**src/rtl/id3tfx_pkg.sv**
```systemverilog
// ----------------------------------------------------------------------------
// id3tfx_pkg
// Shared codes and types of the ID3v2 text frame extractor.
// ----------------------------------------------------------------------------
package id3tfx_pkg;

	// Result event codes
	localparam logic [1:0] EV_TEXT  = 2'd0;
	localparam logic [1:0] EV_END   = 2'd1;
	localparam logic [1:0] EV_NOTAG = 2'd2;

	// Frame kinds; values below KIND_TRCK are delivered
	localparam logic [2:0] KIND_TIT2 = 3'd0;
	localparam logic [2:0] KIND_TALB = 3'd1;
	localparam logic [2:0] KIND_TPE1 = 3'd2;
	localparam logic [2:0] KIND_TYER = 3'd3;
	localparam logic [2:0] KIND_TRCK = 3'd4;
	localparam logic [2:0] KIND_NONE = 3'd7;

	// Frame IDs as big-endian words
	localparam logic [31:0] ID_TIT2 = 32'h5449_5432;
	localparam logic [31:0] ID_TALB = 32'h5441_4C42;
	localparam logic [31:0] ID_TPE1 = 32'h5450_4531;
	localparam logic [31:0] ID_TYER = 32'h5459_4552;
	localparam logic [31:0] ID_TRCK = 32'h5452_434B;

	// Header bytes and fields
	localparam logic [7:0] HDR_I     = 8'h49;
	localparam logic [7:0] HDR_D     = 8'h44;
	localparam logic [7:0] HDR_3     = 8'h33;
	localparam logic [7:0] VER_MAJ3  = 8'd3;
	localparam logic [7:0] VER_MAJ4  = 8'd4;
	localparam int         EXT_BIT   = 6;
	localparam logic [7:0] CAP_RESET = 8'd254;

	// One result word
	typedef struct packed {
		logic [1:0] event_res;
		logic [1:0] frame_kind;
		logic [7:0] text_coding;
		logic [7:0] text_byte;
		logic       last_text;
	} res_t;

	// Map a frame ID to its kind
	function automatic logic [2:0] kind_of(input logic [31:0] id);
		logic [2:0] k;
		case (id)
			ID_TIT2: k = KIND_TIT2;
			ID_TALB: k = KIND_TALB;
			ID_TPE1: k = KIND_TPE1;
			ID_TYER: k = KIND_TYER;
			ID_TRCK: k = KIND_TRCK;
			default: k = KIND_NONE;
		endcase
		return k;
	endfunction

endpackage

```
**src/rtl/id3tfx_parser.sv**
```systemverilog
// ----------------------------------------------------------------------------
// id3tfx_parser
// Tag parser state and the per-byte next-state and result logic.
// ----------------------------------------------------------------------------
module id3tfx_parser
	import id3tfx_pkg::*;
(
	input  logic       clk,
	input  logic       arst_n,
	input  logic       step,
	input  logic [7:0] data_byte,
	input  logic       file_start,
	input  logic [7:0] text_cap,
	output logic       res_valid,
	output res_t       res
);

	typedef enum logic [8:0] {
		PH_HDR     = 9'b000000001,
		PH_SIZE    = 9'b000000010,
		PH_EXTSIZE = 9'b000000100,
		PH_EXTSKIP = 9'b000001000,
		PH_ID      = 9'b000010000,
		PH_FHDR    = 9'b000100000,
		PH_BODY    = 9'b001000000,
		PH_ENDPEND = 9'b010000000,
		PH_DONE    = 9'b100000000
	} phase_t;

	phase_t      phase_q, phase_n;
	logic [2:0]  fc_q, fc_n;
	logic [7:0]  flags_q, flags_n;
	logic [27:0] tag_q, tag_n;
	logic [31:0] skip_q, skip_n;
	logic [31:0] id_q, id_n;
	logic [31:0] fleft_q, fleft_n;
	logic [2:0]  kind_q, kind_n;
	logic [7:0]  coding_q, coding_n;
	logic [7:0]  tcount_q, tcount_n;

	phase_t      ph;
	logic [2:0]  fc;
	logic [2:0]  fc_inc;
	logic        ok;
	logic        sent;

	// Next state and result for the byte in hand.
	// A file start only needs to reset phase and count: every other
	// field is loaded before the phase that reads it.
	always_comb begin
		ph        = file_start ? PH_HDR : phase_q;
		fc        = file_start ? 3'd0 : fc_q;
		fc_inc    = fc + 3'd1;
		phase_n   = ph;
		fc_n      = fc;
		flags_n   = flags_q;
		tag_n     = tag_q;
		skip_n    = skip_q;
		id_n      = id_q;
		fleft_n   = fleft_q;
		kind_n    = kind_q;
		coding_n  = coding_q;
		tcount_n  = tcount_q;
		ok        = 1'b1;
		sent      = 1'b0;
		res_valid = 1'b0;
		res       = '0;

		case (ph)
			PH_HDR: begin
				case (fc)
					3'd0: ok = (data_byte == HDR_I);
					3'd1: ok = (data_byte == HDR_D);
					3'd2: ok = (data_byte == HDR_3);
					3'd3: ok = (data_byte == VER_MAJ3) || (data_byte == VER_MAJ4);
					3'd4: ok = (data_byte == 8'd0);
					default: flags_n = data_byte;
				endcase
				if (!ok) begin
					phase_n         = PH_DONE;
					res_valid       = 1'b1;
					res.event_res   = EV_NOTAG;
				end else if (fc >= 3'd5) begin
					phase_n = PH_SIZE;
					fc_n    = 3'd0;
					tag_n   = '0;
				end else begin
					fc_n = fc_inc;
				end
			end

			PH_SIZE: begin
				tag_n = {tag_q[20:0], data_byte[6:0]};
				fc_n  = fc_inc;
				if (fc_inc == 3'd4) begin
					fc_n = 3'd0;
					if (flags_q[EXT_BIT]) begin
						phase_n = PH_EXTSIZE;
						skip_n  = '0;
					end else if (tag_n == '0) begin
						phase_n       = PH_DONE;
						res_valid     = 1'b1;
						res.event_res = EV_END;
					end else begin
						phase_n = PH_ID;
						id_n    = '0;
					end
				end
			end

			PH_EXTSIZE: begin
				skip_n = {skip_q[23:0], data_byte};
				fc_n   = fc_inc;
				if (fc_inc == 3'd4) begin
					fc_n = 3'd0;
					if (skip_n >= {4'd0, tag_q}) begin
						phase_n       = PH_DONE;
						res_valid     = 1'b1;
						res.event_res = EV_END;
					end else begin
						tag_n = tag_q - skip_n[27:0];
						if (skip_n == '0) begin
							phase_n = PH_ID;
							id_n    = '0;
						end else begin
							phase_n = PH_EXTSKIP;
						end
					end
				end
			end

			// tag_left is known nonzero here: the skip was below it
			PH_EXTSKIP: begin
				skip_n = skip_q - 32'd1;
				if (skip_q == 32'd1) begin
					phase_n = PH_ID;
					fc_n    = 3'd0;
					id_n    = '0;
				end
			end

			PH_ID: begin
				id_n  = {id_q[23:0], data_byte};
				tag_n = (tag_q != '0) ? tag_q - 28'd1 : tag_q;
				fc_n  = fc_inc;
				if (tag_n == '0) begin
					phase_n       = PH_DONE;
					res_valid     = 1'b1;
					res.event_res = EV_END;
				end else if (fc_inc == 3'd4) begin
					if (id_n == '0 || tag_n < 28'd6) begin
						phase_n       = PH_DONE;
						res_valid     = 1'b1;
						res.event_res = EV_END;
					end else begin
						phase_n = PH_FHDR;
						fc_n    = 3'd0;
						fleft_n = '0;
					end
				end
			end

			// Size bytes, then clamp on byte 4, then commit on byte 5
			PH_FHDR: begin
				fc_n = fc_inc;
				if (fc < 3'd4) begin
					fleft_n = {fleft_q[23:0], data_byte};
				end
				if (fc == 3'd3) begin
					tag_n = tag_q - 28'd6;
				end
				if (fc == 3'd4 && fleft_q > {4'd0, tag_q}) begin
					fleft_n = {4'd0, tag_q};
				end
				if (fc == 3'd5) begin
					tag_n    = tag_q - fleft_q[27:0];
					kind_n   = kind_of(id_q);
					fc_n     = 3'd0;
					tcount_n = '0;
					if (fleft_q == '0) begin
						if (tag_q == '0) begin
							phase_n       = PH_DONE;
							res_valid     = 1'b1;
							res.event_res = EV_END;
						end else begin
							phase_n = PH_ID;
							id_n    = '0;
						end
					end else begin
						phase_n = PH_BODY;
					end
				end
			end

			PH_BODY: begin
				fleft_n = fleft_q - 32'd1;
				if (fc == 3'd0) begin
					coding_n = data_byte;
					fc_n     = 3'd1;
				end else if (kind_q < KIND_TRCK && tcount_q < text_cap) begin
					sent            = 1'b1;
					tcount_n        = tcount_q + 8'd1;
					res_valid       = 1'b1;
					res.event_res   = EV_TEXT;
					res.frame_kind  = kind_q[1:0];
					res.text_coding = coding_q;
					res.text_byte   = data_byte;
					res.last_text   = ({1'b0, tcount_q} + 9'd1 == {1'b0, text_cap}) ||
						(fleft_q == 32'd1);
				end
				if (fleft_q == 32'd1) begin
					if (tag_q == '0) begin
						if (sent) begin
							phase_n = PH_ENDPEND;
						end else begin
							phase_n       = PH_DONE;
							res_valid     = 1'b1;
							res.event_res = EV_END;
						end
					end else begin
						phase_n = PH_ID;
						fc_n    = 3'd0;
						id_n    = '0;
					end
				end
			end

			PH_ENDPEND: begin
				phase_n       = PH_DONE;
				res_valid     = 1'b1;
				res.event_res = EV_END;
			end

			default: begin
				phase_n = ph;
			end
		endcase
	end

	// Control state
	always_ff @(posedge clk or negedge arst_n) begin
		if (!arst_n) begin
			phase_q <= PH_HDR;
			fc_q    <= '0;
			kind_q  <= KIND_NONE;
		end else if (step) begin
			phase_q <= phase_n;
			fc_q    <= fc_n;
			kind_q  <= kind_n;
		end
	end

	// Counters and held fields
	always_ff @(posedge clk) begin
		if (step) begin
			flags_q  <= flags_n;
			tag_q    <= tag_n;
			skip_q   <= skip_n;
			id_q     <= id_n;
			fleft_q  <= fleft_n;
			coding_q <= coding_n;
			tcount_q <= tcount_n;
		end
	end

endmodule

```
**src/rtl/id3tfx_out_reg.sv**
```systemverilog
// ----------------------------------------------------------------------------
// id3tfx_out_reg
// Result register driving the master stream side.
// ----------------------------------------------------------------------------
module id3tfx_out_reg
	import id3tfx_pkg::*;
(
	input  logic        clk,
	input  logic        arst_n,
	input  logic        load,
	input  res_t        res,
	output logic        free,
	output logic        m_axis_tvalid,
	input  logic        m_axis_tready,
	output logic [15:0] m_axis_tdata,  // text_coding, text_byte
	output logic [3:0]  m_axis_tuser,  // event_res, frame_kind
	output logic        m_axis_tlast   // last_text
);

	logic       valid_q;
	logic [15:0] data_q;
	logic [3:0]  user_q;
	logic        last_q;

	// Slot can take a word when empty or being drained
	assign free = !valid_q || m_axis_tready;

	always_ff @(posedge clk or negedge arst_n) begin
		if (!arst_n) begin
			valid_q <= 1'b0;
		end else if (load) begin
			valid_q <= 1'b1;
		end else if (m_axis_tready) begin
			valid_q <= 1'b0;
		end
	end

	always_ff @(posedge clk) begin
		if (load) begin
			data_q <= {res.text_byte, res.text_coding};
			user_q <= {res.frame_kind, res.event_res};
			last_q <= res.last_text;
		end
	end

	assign m_axis_tvalid = valid_q;
	assign m_axis_tdata  = data_q;
	assign m_axis_tuser  = user_q;
	assign m_axis_tlast  = last_q;

endmodule

```
**src/rtl/id3v2_text_frame_extractor_unit.sv**
```systemverilog
// ----------------------------------------------------------------------------
// id3v2_text_frame_extractor_unit
// Parses an ID3v2 tag from a byte stream and delivers text frame bytes.
// ----------------------------------------------------------------------------
// Usage:
//   s_axis carries one file byte per word in tdata; tuser set marks the
//   first byte of a new file and restarts the parser.
//   m_axis carries at most one result word per input byte: a text byte of
//   a title, album, artist or year frame (tlast on the last one delivered
//   for that frame), a tag-end report, or a no-tag report.
//   cfg_valid/cfg_data writes the text cap (bytes per frame, reset 254);
//   cfg_ready is always high. Write it only while the block is idle.
// Timing:
//   A byte is taken into an input register, then parsed into the result
//   register. One byte per cycle is sustained while m_axis is not stalled.
// Reset and stall:
//   Reset empties both registers and returns the parser to the header
//   check. While m_axis is stalled, bytes that give no result keep flowing;
//   a byte that gives a result waits in the input register.
// ----------------------------------------------------------------------------
module id3v2_text_frame_extractor_unit
	import id3tfx_pkg::*;
(
	input  logic        clk,
	input  logic        arst_n,
	input  logic        s_axis_tvalid,
	output logic        s_axis_tready,
	input  logic [7:0]  s_axis_tdata,  // data_byte
	input  logic        s_axis_tuser,  // file_start
	output logic        m_axis_tvalid,
	input  logic        m_axis_tready,
	output logic [15:0] m_axis_tdata,  // text_coding, text_byte
	output logic [3:0]  m_axis_tuser,  // event_res, frame_kind
	output logic        m_axis_tlast,  // last_text
	input  logic        cfg_valid,
	output logic        cfg_ready,
	input  logic [7:0]  cfg_data
);

	logic       valid_s1;
	logic [7:0] byte_s1;
	logic       start_s1;
	logic [7:0] cap_q;
	logic       res_valid;
	res_t       res;
	logic       out_free;
	logic       advance;

	// Text cap register
	assign cfg_ready = 1'b1;

	always_ff @(posedge clk or negedge arst_n) begin
		if (!arst_n) begin
			cap_q <= CAP_RESET;
		end else if (cfg_valid) begin
			cap_q <= cfg_data;
		end
	end

	// Input register
	assign advance       = valid_s1 && (!res_valid || out_free);
	assign s_axis_tready = !valid_s1 || advance;

	always_ff @(posedge clk or negedge arst_n) begin
		if (!arst_n) begin
			valid_s1 <= 1'b0;
		end else if (s_axis_tvalid && s_axis_tready) begin
			valid_s1 <= 1'b1;
		end else if (advance) begin
			valid_s1 <= 1'b0;
		end
	end

	always_ff @(posedge clk) begin
		if (s_axis_tvalid && s_axis_tready) begin
			byte_s1  <= s_axis_tdata;
			start_s1 <= s_axis_tuser;
		end
	end

	// Parser
	id3tfx_parser u_parser (
		.clk        (clk),
		.arst_n     (arst_n),
		.step       (advance),
		.data_byte  (byte_s1),
		.file_start (start_s1),
		.text_cap   (cap_q),
		.res_valid  (res_valid),
		.res        (res)
	);

	// Result register
	id3tfx_out_reg u_out (
		.clk           (clk),
		.arst_n        (arst_n),
		.load          (advance && res_valid),
		.res           (res),
		.free          (out_free),
		.m_axis_tvalid (m_axis_tvalid),
		.m_axis_tready (m_axis_tready),
		.m_axis_tdata  (m_axis_tdata),
		.m_axis_tuser  (m_axis_tuser),
		.m_axis_tlast  (m_axis_tlast)
	);

endmodule

```
**config.mk**
```make
export PLATFORM = sky130hd
export DESIGN_NAME = id3v2_text_frame_extractor_unit
export DESIGN_NICKNAME = d
export VERILOG_FILES = /design/src/rtl/id3tfx_pkg.sv /design/src/rtl/id3tfx_parser.sv /design/src/rtl/id3tfx_out_reg.sv /design/src/rtl/id3v2_text_frame_extractor_unit.sv
export SDC_FILE = /design/constraint.sdc
export NUM_CORES = 1
export LEC_CHECK = 0
export ABC_AREA = 1
export BUFFER_PORTS_ARGS = -buffer_cell sky130_fd_sc_hd__buf_2
export CAP_MARGIN = 20
export CORE_UTILIZATION = 39
export DETAILED_ROUTE_END_ITERATION = 8
export MAX_ROUTING_LAYER = met4
export PLACE_DENSITY = 0.57
export SETUP_SLACK_MARGIN = 0.05
export SYNTH_ARGS = -nofsm -noshare
export SYNTH_HDL_FRONTEND = slang
export SYNTH_SLANG_ARGS = --single-unit
```
**constraint.sdc**
```tcl
create_clock -name clk -period 4.2 [get_ports clk]
set_clock_uncertainty 0.2 [all_clocks]
set_input_delay 0.42 -clock clk [delete_from_list [all_inputs] [get_ports clk]]
set_output_delay 0.42 -clock clk [all_outputs]
set_load 0.01 [all_outputs]
```
After elaboration in Yosys (flattened, before gate mapping)
Cells that the tools add are included.
{"block": "op_classes", "addsub": 9, "order_cmp": 7, "reduce_logical": 41, "muxes": 110, "n_eq_ne": 47, "n_bitwise": 3}
{"cell": "two-way mux 32 bit", "n": 18}
{"cell": "two-way mux 28 bit", "n": 7}
{"cell": "case mux 32 bit (3 select lines)", "n": 2}
{"cell": "case mux 32 bit (6 select lines)", "n": 1}
{"cell": "two-way mux 9 bit", "n": 18}
{"cell": "== test 32 x 31 -> 1 bit, second input constant", "n": 5}
{"cell": "case mux 28 bit (5 select lines)", "n": 1}
{"cell": "zero test 32 bit", "n": 3}
{"cell": "zero test 28 bit", "n": 3}
{"cell": "case mux 9 bit (8 select lines)", "n": 1}
{"cell": "== test 32 x 1 -> 1 bit, second input constant", "n": 2}
{"cell": "subtractor 32 x 1 -> 32 bit, second input constant", "n": 2}
{"cell": "subtractor 28 bit", "n": 2}
{"cell": "two-way mux 3 bit", "n": 12}
{"cell": "greater-or-equal comparator 32 x 28 -> 1 bit", "n": 1}
{"cell": "> comparator 32 x 28 -> 1 bit", "n": 1}
{"cell": "< comparator 28 x 3 -> 1 bit, second input constant", "n": 1}
{"cell": "two-way mux 1 bit", "n": 28}
{"cell": "nonzero test 28 bit", "n": 1}
{"cell": "subtractor 28 x 1 -> 28 bit, second input constant", "n": 1}
{"cell": "subtractor 28 x 3 -> 28 bit, second input constant", "n": 1}
{"cell": "two-way mux 8 bit", "n": 3}
{"cell": "!= test 2 x 1 -> 1 bit, second input constant", "n": 12}
{"cell": "two-way mux 21 bit", "n": 1}
{"cell": "52 further kinds", "n": 90}
{"block": "totals", "register_bits": 202, "output_inout_bits": 24, "word_cells": 236}

Longest topological paths before layout
Gate-level depths: netlist of run 1.
{"block": "depth", "word_depth": 15, "mapped_depth": 22, "ltp_nobuf": 21}

By module
Synthesis of run 1 repeated with hierarchy kept, for this count alone.
{"block": "unflattened", "hier_cells": 2481, "hier_area_um2": 17780.8}
{"mod": "id3tfx_parser", "n_inst": 1, "area_each_um2": 16438.3, "cells_each": 2401, "seq_area_each_um2": 4614.4}
{"mod": "id3tfx_out_reg", "n_inst": 1, "area_each_um2": 675.6, "cells_each": 26, "seq_area_each_um2": 655.6}
{"mod": "id3v2_text_frame_extractor_unit", "n_inst": 1, "area_each_um2": 666.9, "cells_each": 54, "seq_area_each_um2": 504.2}

Worst setup path after synthesis of run 1
Ideal clock, no wire load.
{"block": "synth_path", "path_type": "reg-to-reg", "start": "reg u_parser.tag_q[1]", "end": "reg u_parser.skip_q[0] (enable)", "required_time_ns": 3.568, "slack_ns": -0.448, "arrival_time_ns": 4.017, "path_stages_with_launch": 21, "period_less_slack_ns": 4.648, "setup_time_ns": 0.432, "path_cell_list": "edfxtp_1 inv_1 ha_1 nand2_1 nand2_1 nor2_1 nand3_1 nand2_1 nand3_1 nand2_1 inv_1 nand2_1 nor2_1 nand3_1 nand2_1 nand3_1 nand3_2 nand2_4 nand2_4 buf_6 a21oi_1"}
{"block": "synth_via", "elab_chain_len": 12}
{"element": "start: declaration", "line_no": "id3tfx_parser.sv:33", "text": "logic [27:0] tag_q, tag_n;"}
{"element": "start signal: assignment", "line_no": "id3tfx_parser.sv:257", "text": "tag_q <= tag_n;"}
{"element": "subtractor 28 x 1 -> 28 bit or nonzero test 28 bit (tied branches)", "line_no": "id3tfx_parser.sv:144", "text": "tag_n = (tag_q != '0) ? tag_q - 28'd1 : tag_q;"}
{"element": "two-way mux 28 bit", "line_no": "id3tfx_parser.sv:144"}
{"element": "< comparator 28 x 3 -> 1 bit", "line_no": "id3tfx_parser.sv:151", "text": "if (id_n == '0 || tag_n < 28'd6) begin"}
{"element": "logical OR 1 bit", "line_no": "id3tfx_parser.sv:151"}
{"element": "two-way mux 1 bit", "line_no": "id3tfx_parser.sv:151"}
{"element": "two-way mux 1 bit", "line_no": "id3tfx_parser.sv:150", "text": "end else if (fc_inc == 3'd4) begin"}
{"element": "two-way mux 1 bit", "line_no": "id3tfx_parser.sv:146", "text": "if (tag_n == '0) begin"}
{"element": "case mux 1 bit (7 select lines) (*)", "line_no": "id3tfx_parser.sv:69", "text": "case (ph)"}
{"element": "zero test 1 bit (*)", "line_no": "id3v2_text_frame_extractor_unit.sv:61", "text": "assign advance = valid_s1 && (!res_valid || out_free);"}
{"element": "logical OR 1 bit (*)", "line_no": "id3v2_text_frame_extractor_unit.sv:61"}
{"element": "logical AND 1 bit (*)", "line_no": "id3v2_text_frame_extractor_unit.sv:61"}
{"element": "AND reduction 4 bit (no line) (*)"}
{"element": "end signal: assignment", "line_no": "id3tfx_parser.sv:258", "text": "skip_q <= skip_n;"}
{"element": "end: declaration", "line_no": "id3tfx_parser.sv:34", "text": "logic [31:0] skip_q, skip_n;"}
Every way passes the cells marked *; elsewhere a longest branch is shown, timed or not.
A chain may end at the register's enable or synchronous reset.

Worst setup path after layout of run 1
{"block": "layout_path", "start": "reg u_parser.tag_q[21]", "end": "out s_axis_tready"}
{"block": "layout_via", "elab_chain_len": 12}
{"element": "subtractor 28 x 1 -> 28 bit or nonzero test 28 bit (tied branches)", "line_no": "id3tfx_parser.sv:144"}
{"element": "two-way mux 28 bit", "line_no": "id3tfx_parser.sv:144"}
{"element": "< comparator 28 x 3 -> 1 bit", "line_no": "id3tfx_parser.sv:151"}
{"element": "logical OR 1 bit", "line_no": "id3tfx_parser.sv:151"}
{"element": "two-way mux 1 bit", "line_no": "id3tfx_parser.sv:151"}
{"element": "two-way mux 1 bit", "line_no": "id3tfx_parser.sv:150"}
{"element": "two-way mux 1 bit", "line_no": "id3tfx_parser.sv:146"}
{"element": "case mux 1 bit (7 select lines) (*)", "line_no": "id3tfx_parser.sv:69"}
{"element": "zero test 1 bit (*)", "line_no": "id3v2_text_frame_extractor_unit.sv:61"}
{"element": "logical OR 1 bit (*)", "line_no": "id3v2_text_frame_extractor_unit.sv:61"}
{"element": "logical AND 1 bit (*)", "line_no": "id3v2_text_frame_extractor_unit.sv:61"}
{"element": "logical OR 1 bit (*)", "line_no": "id3v2_text_frame_extractor_unit.sv:62", "text": "assign s_axis_tready = !valid_s1 || advance;"}
{"element": "end: declaration", "line_no": "id3v2_text_frame_extractor_unit.sv:27", "text": "output logic s_axis_tready,"}
Marks and branches as above.

==> impl_metrics.yaml, run 1 <==
finish:
  final_util_pct: 46.1
  fillers: 4444
  finalNonFillerCells: 3177
  ff_latch_area_sq_um: 5770
  syn_to_final_growth_pct: 15.9
  layout-drive-gt1-share_pct: 12.2
  multi_input_area_sq_um: 10100
  nNetsFinal: 2736
clock_network:
  worstSkewPairLatency_ns: 0.51
  cts_tree: "yes"
  cts_root_buf: "clkbuf_16"
  clock_path_buffers: 2
  cts.sinks: 196
  path_clk_slew_ns: 0.08
  cts_buffers: 17
  cts.htree.levels: 4
timing:
  tightest_slew_ns: 1.02
  setup-violations-final: 0
  final_hold_viol_count: 0
  fin_crit_ns: 4.00
  slew_headroom_pct: 31.5
  period_share_pct: 95.3
  rsz0062_at_grt: "false"
  maxSlewViolCount: 0
  fin_tns_setup_ns: 0
  clock.fmax_mhz: 250
synth:
  synth-seq-cells: 196
  syn_inst: 2411
  synth_top_area_share_pct: 29.8
  ys.warnings.count: 0
  syn-cell-area_sq_um: 17200
  yosysSeqAreaShare_pct: 33.5
  syn_nets: 2569
  synth_cell_types: 66
  synth_flop_cell: "edfxtp_1"
  synth.most_common_cell: "nand2_1"
  syn_area_per_cell_sq_um: 7.14
  yosys-top-cells-count: "nand2_1, nor2_1, inv_1"
  synth_edf_count: 171
  yosysTopAreaCell: "edfxtp_1"
  synth.top_cells.by_area: "edfxtp_1, ha_1, nand2_1"
  async_flop_share_pct: 12.8
routing:
  num_vias: 17700
  dr.pass1.iters: 5
  routed_wl_microns: 71100
  routedWlPerCell_microns: 22.4
  drtAntennaViolNets: 0
  via_per_inst: 5.58
  dr.first_iter.drc_count: 1850
  drc_errors: 0
worst_setup_path:
  crit_type: "reg -> out"
  end_kind: "output pin"
  crit_fanout: 5
  cp-start-kind: "flop"
  arrival_ns: 3.38
  required_ns: 3.58
global_routing:
  grt_pass1_vias: 16700
  grt_max_degree: 58
  grt_pass1_wl_microns: 104000
  overflow: 0
  groute.usage.overall_pct: 32.6
  antenna_found_initial: 2
power_and_ir_drop:
  clockPowerShare_pct: 30.5
  power_density_nw_per_um2: 290
  leakagePower_nw: 8.96
  seqPwrFrac_pct: 40.7
  p_sw_mw: 2.10
  vdd_ir_drop_max_v: 0.000333
  power_frac_comb_pct: 28.8
  p_int_mw: 3.69
  power_mw: 5.79
  swShare_pct: 36.3
die:
  die_area_sq_um: 45000
  num_rows: 76
  core_sq_um: 43300
  ios: 46
  die_h_microns: 212
  initial_core_util_pct: 39.8
  die_w_microns: 212
outcome:
  outcome: "completed"
placed_design:
  gp_congestion: 1.03
  port_buffers: 44
  dp_cells: 3085
  dp_hpwl_microns: 56700
min_path:
  hp-class: "in -> reg"
job:
  drv_cap: 0
worst max-delay path, cell delays in order, from the launching register on:
cell      delay [ns]
edfxtp_1        0.56
nor2_1          0.19
nand2_1         0.09
nor2_1          0.18
nand2_1         0.14
inv_1           0.23
nand2_1         0.23
nand2_1         0.12
nand3_1         0.07
nand2_1         0.08
nand2_1         0.05
nor2_1          0.09
nand3_1         0.11
nand2_1         0.11
nand3_1         0.13
nand3_2         0.15
nand3_2         0.14
buf_2           0.20
state kept, by name (all words and copies together), names as in the netlist:
| signal | cells |
|---|---|
| valid_s1 | 1 |
| u_parser.coding_q | 8 |
| u_out.m_axis_tuser | 4 |
| u_parser.id_q | 32 |
| u_parser.tcount_q | 8 |
| u_parser.phase_q | 9 |
| start_s1 | 1 |
| u_out.m_axis_tlast | 1 |
| u_parser.fleft_q | 32 |
| u_out.m_axis_tdata | 16 |
| u_parser.skip_q | 32 |
| u_parser.flags_q | 1 |
| u_parser.tag_q | 28 |
| cap_q | 8 |
| u_out.m_axis_tvalid | 1 |
| u_parser.fc_q | 3 |
| u_parser.kind_q | 3 |
| byte_s1 | 8 |
cell usage in the layout (no fill, tap or decap), types with 19 or more instances in the layout:
master	instances
dlygate4sd3_1	19
nor2_2	27
nand4_1	45
o22ai_1	22
buf_4	137
buf_2	44
inv_1	316
nand3_1	157
o21ai_0	223
nor2_1	360
a21oi_1	163
nand2_1	421
xor2_1	41
edfxtp_1	171
ha_1	132
nor3_1	40
power groups by stage:
stage / Combinational [mW] / Sequential, mW / Clock [mW]
after floorplan: 0.912 / 2.40 / 0
after CTS: 1.56 / 2.37 / 1.81
after global routing: 1.81 / 2.37 / 1.84
final: 1.67 / 2.36 / 1.77
after global placement: 1.51 / 2.42 / 0
after detailed placement: 1.50 / 2.42 / 0
through the flow:
stage	setup slack, ns	area [sq um]	hold slack (ns)
3_5_place_dp	0.165	18700	0.255
3_3_place_gp	0.144	18700	0.245
5_1_grt	0.0375	20000	0.0474
6_report	0.197	20000	0.0397
2_1_floorplan	0.116	17200	-0.0756
4_1_cts	0.0517	19700	0.00597
area by class of cell:
cell class | count | share of cell area (%)
Multi-Input combinational cell | 1827 | 50.4
Antenna cell | 1 | 0.0125
Tap cell | 585 | 3.67
Clock buffer | 18 | 2.15
Timing Repair Buffer | 205 | 7.71
Clock inverter | 14 | 0.859
Sequential cell | 196 | 28.9
Inverter | 331 | 6.28
repair_timing:
item / 4_1_cts / 5_1_grt
pin swaps: 0 / 1
hold endpoints to repair: 32 / 0
resized for setup: 9 / 28
endpoints found under the setup margin: 1 / 9
cloned: 0 / 0
hold buffers: 19 / 0
setup buffers: 14 / 26
per-layer routing:
metal / track usage, % / part of all wire (%) / vias up
met5: - / 0 / -
met4: 11.5 / 3.1 / 0
met3: 4.59 / 6.7 / 108
met2: 48.9 / 44 / 720
met1: 44.8 / 46 / 8380
li1: - / - / 8517
cells by family (layout without fill, tap and decap cells):
family / Yosys count / after routing / share of synthesized area (%)
xor gates and xnor gates: 51 / 51 / 2.59
DFF: 196 / 196 / 33.5
muxes: 1 / 1 / 0.0654
buffers and inverters: 388 / 568 / 8.85
other: 1 / 2 / 0.0218
and+or+nand+nor: 1122 / 1122 / 28.1
adders and majority gates: 136 / 136 / 9.97
AOI/OAI and AO/OA: 516 / 516 / 16.8
worst paths after layout:
kind                                                startpoint                         endpoint  slack [ns]  cells after the start
worst min register to register  u_parser.kind_q[0]$_DFFE_PN1P_   u_parser.kind_q[0]$_DFFE_PN1P_        0.27                      2
max in group asynchronous                               arst_n  u_parser.phase_q[2]$_DFFE_PN0N_        3.17                      2
min in group asynchronous                               arst_n  u_out.m_axis_tvalid$_DFFE_PN0P_        0.25                      2
worst min-delay path                                 cfg_valid             cap_q[3]$_DFFE_PN1P_        0.04                      3
worst max register to register    u_parser.skip_q[1]$_DFFE_PP_  u_parser.id_q[23]$_SDFFCE_PN0P_        0.34                     17
worst max-delay path              u_parser.tag_q[21]$_DFFE_PP_                    s_axis_tready        0.20                     17
Note: power is estimated with default switching activity, not from simulation.
==> run 2, diff against run 1 <==
Settings changed: ABC_AREA 1 to 0.
==> run 2 against run 1 <==
Net effect:
- the flow now finishes with violations (setup timing)
- register-to-register slack got worse by 0.61 ns
- utilization up 4.7 points
- sequential power is 6% lower
- count of clock-buffer cells in the layout unchanged
- non-clock buffer count increased by 217
- first-iteration DRC count down 3.7%
- flip-flop and latch count unchanged
- worst hold slack improved by 0.0037 ns
- total power is 17% lower
- clock power decreased by 5%
- synthesized cell count decreased by 22%
- via count shrank 6.8%
- critical endpoint unchanged
- largest cell class unchanged
==> impl_metrics.yaml, run 2 <==
global_routing:
  groute.usage.overall_pct: 31.2
  grt_pass1_wl_microns: 98700
  overflow: 0
  grt_pass1_vias: 15900
  antenna_found_initial: 2
  grt_max_degree: 50
placed_design:
  dp_hpwl_microns: 50500
  port_buffers: 44
  gp_congestion: 1.05
timing:
  setup-violations-final: 126
  whs_ns: 0.0434
  rsz0062_at_grt: "true"
  tightest_slew_ns: 0.684
  clock.fmax_mhz: 217
  final_hold_viol_count: 0
  fin_tns_setup_ns: -14.02
  fin_crit_ns: 4.61
  maxSlewViolCount: 0
  fin_ws_ns: -0.408
  period_share_pct: 110
  slew_headroom_pct: 54.4
routing:
  drtAntennaViolNets: 0
  via_per_inst: 5.95
  dr.first_iter.drc_count: 1781
  routed_wl_microns: 65700
  num_vias: 16500
  dr.pass1.iters: 8
  routedWlPerCell_microns: 23.7
  drc_errors: 0
die:
  die_area_sq_um: 43600
  num_rows: 75
  die_w_microns: 209
  initial_core_util_pct: 39.7
  ios: 46
  die_h_microns: 209
  core_sq_um: 42000
synth:
  synth.top_cells.by_area: "edfxtp_1, ha_1, xnor2_1"
  syn-cell-area_sq_um: 16700
  yosysTopAreaCell: "edfxtp_1"
  synth-seq-cells: 196
  yosysSeqAreaShare_pct: 34.6
  synth_edf_count: 171
  synth_cell_types: 86
  ys.warnings.count: 0
  yosys-top-cells-count: "edfxtp_1, nor2_1, ha_1"
  syn_area_per_cell_sq_um: 8.92
  async_flop_share_pct: 12.8
  synth.most_common_cell: "edfxtp_1"
  synth_flop_cell: "edfxtp_1"
  synth_top_area_share_pct: 30.8
  syn_inst: 1870
  syn_nets: 2028
job:
  drv_cap: 0
worst_setup_path:
  worst_path_dominant_cell_family: "simple AND/OR/NAND/NOR gates"
  end_kind: "output pin"
  cp_slowest_stage_delay_ns: 0.54
  crit_type: "reg -> out"
  path_cells: "or4_4 -> or4_4 -> buf_8 -> buf_6 -> o211ai_1 -> xnor2_1 -> nand3b_1 -> nor4_4 -> and3_4 -> a31oi_1 -> buf_4 -> nand2_4 -> nand3_2 -> buf_6"
  arrival_ns: 3.99
  cp-start-kind: "flop"
  path_buf_inv: 4
  required_ns: 3.58
  crit_slowest_cell: "or4_4"
  crit_fanout: 6
power_and_ir_drop:
  power_frac_comb_pct: 18.6
  seqPwrFrac_pct: 46.5
  p_sw_mw: 1.44
  clockPowerShare_pct: 34.9
  vdd_ir_drop_max_v: 0.000344
  leakagePower_nw: 8.77
  power_density_nw_per_um2: 225
  swShare_pct: 30.0
  p_int_mw: 3.37
clock_network:
  cts_root_buf: "clkbuf_16"
  cts.sinks: 196
  cts_tree: "yes"
  cts.htree.levels: 4
  worstSkewPairLatency_ns: 0.53
  cts_buffers: 17
  path_clk_slew_ns: 0.09
  clock_path_buffers: 2
outcome:
  violations: "setup timing"
  outcome: "complete, but fails checks"
finish:
  layout-drive-gt1-share_pct: 23.6
  n_antenna_cell: 0
  fillers: 3972
  mostFrequentLayoutCells: "buf_4, edfxtp_1, nor2_1, ha_1, nand2_1"
  nNetsFinal: 2382
  final_common_cell: "buf_4"
  multi_input_area_sq_um: 10500
  syn_to_final_growth_pct: 28.1
  top_regs: "u_parser.fleft_q: 32 flops, u_parser.id_q: 32 flops, u_parser.skip_q: 32 flops"
  ff_latch_area_sq_um: 5770
min_path:
  hp-class: "in -> reg"
==> run 2: final cells by class <==
| type | instances | share of cell area, % |
|---|---|---|
| sequential | 196 | 27.0 |
| multi-input combinational | 1471 | 49.0 |
| inverter | 116 | 2.04 |
| clock inverter | 14 | 0.668 |
| clock buffer | 18 | 2.01 |
| timing repair buffer | 422 | 16.1 |
| tap | 539 | 3.16 |
==> run 2: power by group through the flow <==
stage               Sequential (mW)  Combinational [mW]  Clock [mW]
detailed placement             2.28               0.772           0
CTS                            2.23               0.871        1.73
global placement               2.27               0.764           0
floorplan                      2.29               0.419           0
global route                   2.24               0.958        1.78
finish                         2.23               0.894        1.68
==> run 2: kinds of logic after synthesis <==
logic type,Yosys count,share of synthesized area [%]
DFF,196,34.6
AOI/OAI and AO/OA,460,18.1
muxes,42,2.56
xor gates and xnor gates,148,7.77
adders and majority gates,136,10.3
other,1,0.0225
buffers and inverters,203,4.85
and+or+nand+nor,684,21.8
==> run 2: worst paths after layout <==
check,slack (ns),endpoint,startpoint,cells past startpoint
max reg2reg,-0.27,start_s1$_DFFE_PP_,u_parser.tag_q[14]$_DFFE_PP_,21
max in group asynchronous,3.13,u_out.m_axis_tvalid$_DFFE_PN0P_,arst_n,2
min reg2reg,0.32,u_parser.fc_q[0]$_DFFE_PN0N_,u_parser.fc_q[0]$_DFFE_PN0N_,1
min,0.04,cap_q[3]$_DFFE_PN1P_,cfg_valid,3
max,-0.41,s_axis_tready,u_parser.tag_q[14]$_DFFE_PP_,14
min in group asynchronous,0.25,u_parser.phase_q[8]$_DFFE_PN0N_,arst_n,2
==> run 2: what timing repair did <==
| item | in CTS | in global routing |
|---|---|---|
| endpoints found under the setup margin | 188 | 162 |
| hold buffers | 24 | 0 |
| pin swaps | 25 | 3 |
| hold endpoints to repair | 32 | 0 |
| setup buffers | 51 | 9 |
| gates resized for setup | 68 | 26 |
| gates cloned | 2 | 0 |
==> run 2: routing by layer <==
metal	part of all wire, %	wire [microns]	track usage (%)
met2	43	28500	45.0
met1	46	30000	43.3
met3	7.5	4900	4.99
met4	3.5	2290	12.9
met5	0	0	-
==> run 2: worst register-to-register path, delay by kind of cell (launching register included) <==
kind,cells,cell delay [ns]
AND/OR/NAND/NOR,7,1.74
buffers and inverters,11,1.40
flip-flops,1,0.44
AO/OA/AOI/OAI,3,0.41
==> run 2: per-stage QoR <==
step / std cells / area (sq um) / total power, mW / util [%] / setup WS [ns]
2_1_floorplan: 1870 / 16800 / 2.70 / - / -0.643
3_3_place_gp: 2660 / 19600 / 3.04 / 46.7 / -0.282
3_5_place_dp: 2660 / 19600 / 3.05 / 46.7 / -0.280
4_1_cts: 2767 / 21200 / 4.83 / 50.4 / -0.343
5_1_grt: 2776 / 21400 / 4.98 / 50.8 / -0.512
6_report: 2776 / 21400 / 4.81 / 50.8 / -0.408
==> run 3, diff against run 2 <==
Settings changed: SKIP_LAST_GASP set to 1, SYNTH_HIERARCHICAL set to 1.
==> run 3 against run 2 <==
Net effect:
- the flow now finishes without violations
- highest routed layer unchanged
- utilization decreased by 1.5 points
- cell count decreased by 2.5%
- critical endpoint is now u_parser/id_q[26]$_SDFFCE_PN0P_
- via count decreased by 1.9%
- total power increased by 28%
- critical path depth increased by 2
- largest power group unchanged
- flip-flop and latch count unchanged
- sequential power increased by 9%
==> impl_metrics.yaml, run 3 <==
finish:
  mostFrequentLayoutCells: "buf_4, edfxtp_1, nor2_1, ha_1"
  final_common_cell: "buf_4"
  top_regs: "u_parser/fleft_q: 32 flops, u_parser/id_q: 32 flops, u_parser/skip_q: 32 flops"
  layout-drive-gt1-share_pct: 21.9
  nNetsFinal: 2312
  postLayoutCellArea_sq_um: 20800
  final_util_pct: 49.3
  finalNonFillerCells: 2706
  syn_to_final_growth_pct: 24.0
  n_antenna_cell: 0
clock_network:
  worstSkewPairLatency_ns: 0.52
  cts_root_buf: "clkbuf_16"
  cts_tree: "yes"
  clock_path_buffers: 2
  path_clk_slew_ns: 0.09
  cts.sinks: 196
  cts_buffers: 17
  cts.htree.levels: 4
worst_setup_path:
  required_ns: 4.21
  reg2reg_to: "u_parser/id_q[26]$_SDFFCE_PN0P_"
  end_kind: "flop"
  cp-start-kind: "flop"
  crit_fanout: 16
  worst_r2r_startpoint: "u_parser/tag_q[4]$_DFFE_PP_"
  r2r_slack_ns: 0.02
  reg2regPathDepth: 16
  crit_type: "reg -> reg"
  arrival_ns: 4.20
timing:
  whs_ns: 0.156
  fin_crit_ns: 4.18
  setup-violations-final: 0
  tightest_slew_ns: 0.899
  maxSlewViolCount: 0
  rsz0062_at_grt: "true"
  clock.fmax_mhz: 239
  slew_headroom_pct: 40.0
  final_hold_viol_count: 0
  period_share_pct: 99.6
synth:
  synth_top_area_share_pct: 30.7
  synth-seq-cells: 196
  ys.warnings.count: 6
  syn_nets: 2022
  synth.most_common_cell: "edfxtp_1"
  yosysTopAreaCell: "edfxtp_1"
  syn_inst: 1864
  yosysSeqAreaShare_pct: 34.5
  synth_flop_cell: "edfxtp_1"
  syn-cell-area_sq_um: 16700
  syn_area_per_cell_sq_um: 8.99
  synth_edf_count: 171
  async_flop_share_pct: 12.8
  synth.top_cells.by_area: "edfxtp_1, ha_1, xnor2_1"
  yosys-top-cells-count: "edfxtp_1, nor2_1, ha_1"
  synth_cell_types: 98
power_and_ir_drop:
  power_mw: 6.14
  vdd_ir_drop_max_v: 0.000302
  power_density_nw_per_um2: 296
  leakagePower_nw: 8.28
routing:
  dr.first_iter.drc_count: 1597
  drtAntennaViolNets: 0
  via_per_inst: 5.99
  routed_wl_microns: 64900
  dr.pass1.iters: 5
  routedWlPerCell_microns: 24.0
  drc_errors: 0
  num_vias: 16200
min_path:
  hp-start: "cfg_valid"
  hp-class: "in -> reg"
  hold_path_depth: 2
  min_to: "cap_q[7]$_DFFE_PN1P_"
outcome:
  outcome: "completed"
global_routing:
  grt_pass1_vias: 15500
  grt_max_degree: 50
  antenna_found_initial: 1
  groute.usage.overall_pct: 30.6
  overflow: 0
  grt_pass1_wl_microns: 96800
die:
  num_rows: 75
  ios: 46
  die_h_microns: 209
  die_area_sq_um: 43800
  die_w_microns: 209
  core_sq_um: 42100
  initial_core_util_pct: 39.8
placed_design:
  place_area_sq_um: 19500
  dp_cells: 2618
  gp_congestion: 1.01
  dp_hpwl_microns: 50000
  port_buffers: 44
job:
  drv_cap: 0
run 3: stage by stage:
stage / TNS [ns] / setup slack [ns]
2_1_floorplan: -37.65 / -0.652
3_3_place_gp: -4.50 / -0.0950
3_5_place_dp: -10.92 / -0.178
4_1_cts: -0.0613 / -0.0613
5_1_grt: -6.02 / -0.139
6_report: 0 / 0.0178
run 3: kinds of logic (layout without fill, tap and decap cells):
kind of cell / count (synthesis) / in the layout / synth area share, %
flip-flops: 196 / 196 / 34.5
AO/OA/AOI/OAI: 461 / 461 / 18.5
adder cells (fa/ha/maj): 136 / 136 / 10.2
AND/OR/NAND/NOR: 671 / 671 / 21.2
XOR/XNOR: 152 / 152 / 7.95
multiplexers: 43 / 43 / 2.83
other: 1 / 1 / 0.0224
buffers and inverters: 204 / 507 / 4.74
run 3: critical path, stage by stage, from the launching register on:
cell       delay [ns]
edfxtp_1         0.51
buf_4            0.19
or4b_4           0.51
or3_4            0.40
a22oi_2          0.14
nor4_2           0.07
o2111a_1         0.15
nand4b_1         0.19
nand2_1          0.10
a21oi_2          0.19
nand3_2          0.12
a21boi_2         0.19
buf_6            0.15
o2111ai_4        0.13
nor4b_4          0.33
buf_4            0.17
buf_12           0.14
run 3: how the worst max path moves through the flow:
| stage | end | slack [ns] | from | depth (start not counted) |
|---|---|---|---|---|
| 2_1_floorplan | u_parser/id_q[0]$_SDFFCE_PN0P_ | -0.65 | u_parser/tag_q[1]$_DFFE_PP_ | 15 |
| 3_3_place_gp | u_parser/tag_q[25]$_DFFE_PP_ | -0.1 | u_parser/tag_q[7]$_DFFE_PP_ | 14 |
| 3_5_place_dp | u_parser/tag_q[25]$_DFFE_PP_ | -0.18 | u_parser/tag_q[23]$_DFFE_PP_ | 15 |
| 4_1_cts | s_axis_tready | -0.06 | u_parser/tag_q[20]$_DFFE_PP_ | 15 |
| 5_1_grt | s_axis_tready | -0.14 | u_parser/tag_q[6]$_DFFE_PP_ | 13 |
| 6_report | u_parser/id_q[26]$_SDFFCE_PN0P_ | 0.02 | u_parser/tag_q[4]$_DFFE_PP_ | 16 |
run 3: area by class of cell:
class | instances | area (sq um)
inverters | 112 | 420
clock buffers | 18 | 429
well taps | 539 | 674
clock inverters | 14 | 166
fillers | 4049 | 21400
flip-flops and latches | 196 | 5770
multi-input cells | 1464 | 10500
repair buffers | 363 | 2820
run 3: where the power goes:
part           internal, mW  switching, mW  total [mW]
registers              2.29          0.131        2.42
logic                 0.831           1.17        2.00
clock network         0.845          0.876        1.72
run 3: what timing repair did:
item,4_1_cts,5_1_grt
hold buffers,20,0
buffers inserted,10,24
endpoints found under the hold margin,33,0
gates resized for setup,8,33
pin swaps,5,16
setup endpoints to repair,142,119
cloned,1,1
run 3: layer usage:
metal / routed length [microns] / vias to the layer above / global-route usage (%)
met3: 4510 / 140 / 4.82
met4: 2600 / 0 / 12.8
met5: 0 / - / -
met2: 29500 / 646 / 47.2
met1: 28300 / 7893 / 39.8
li1: - / 7529 / -
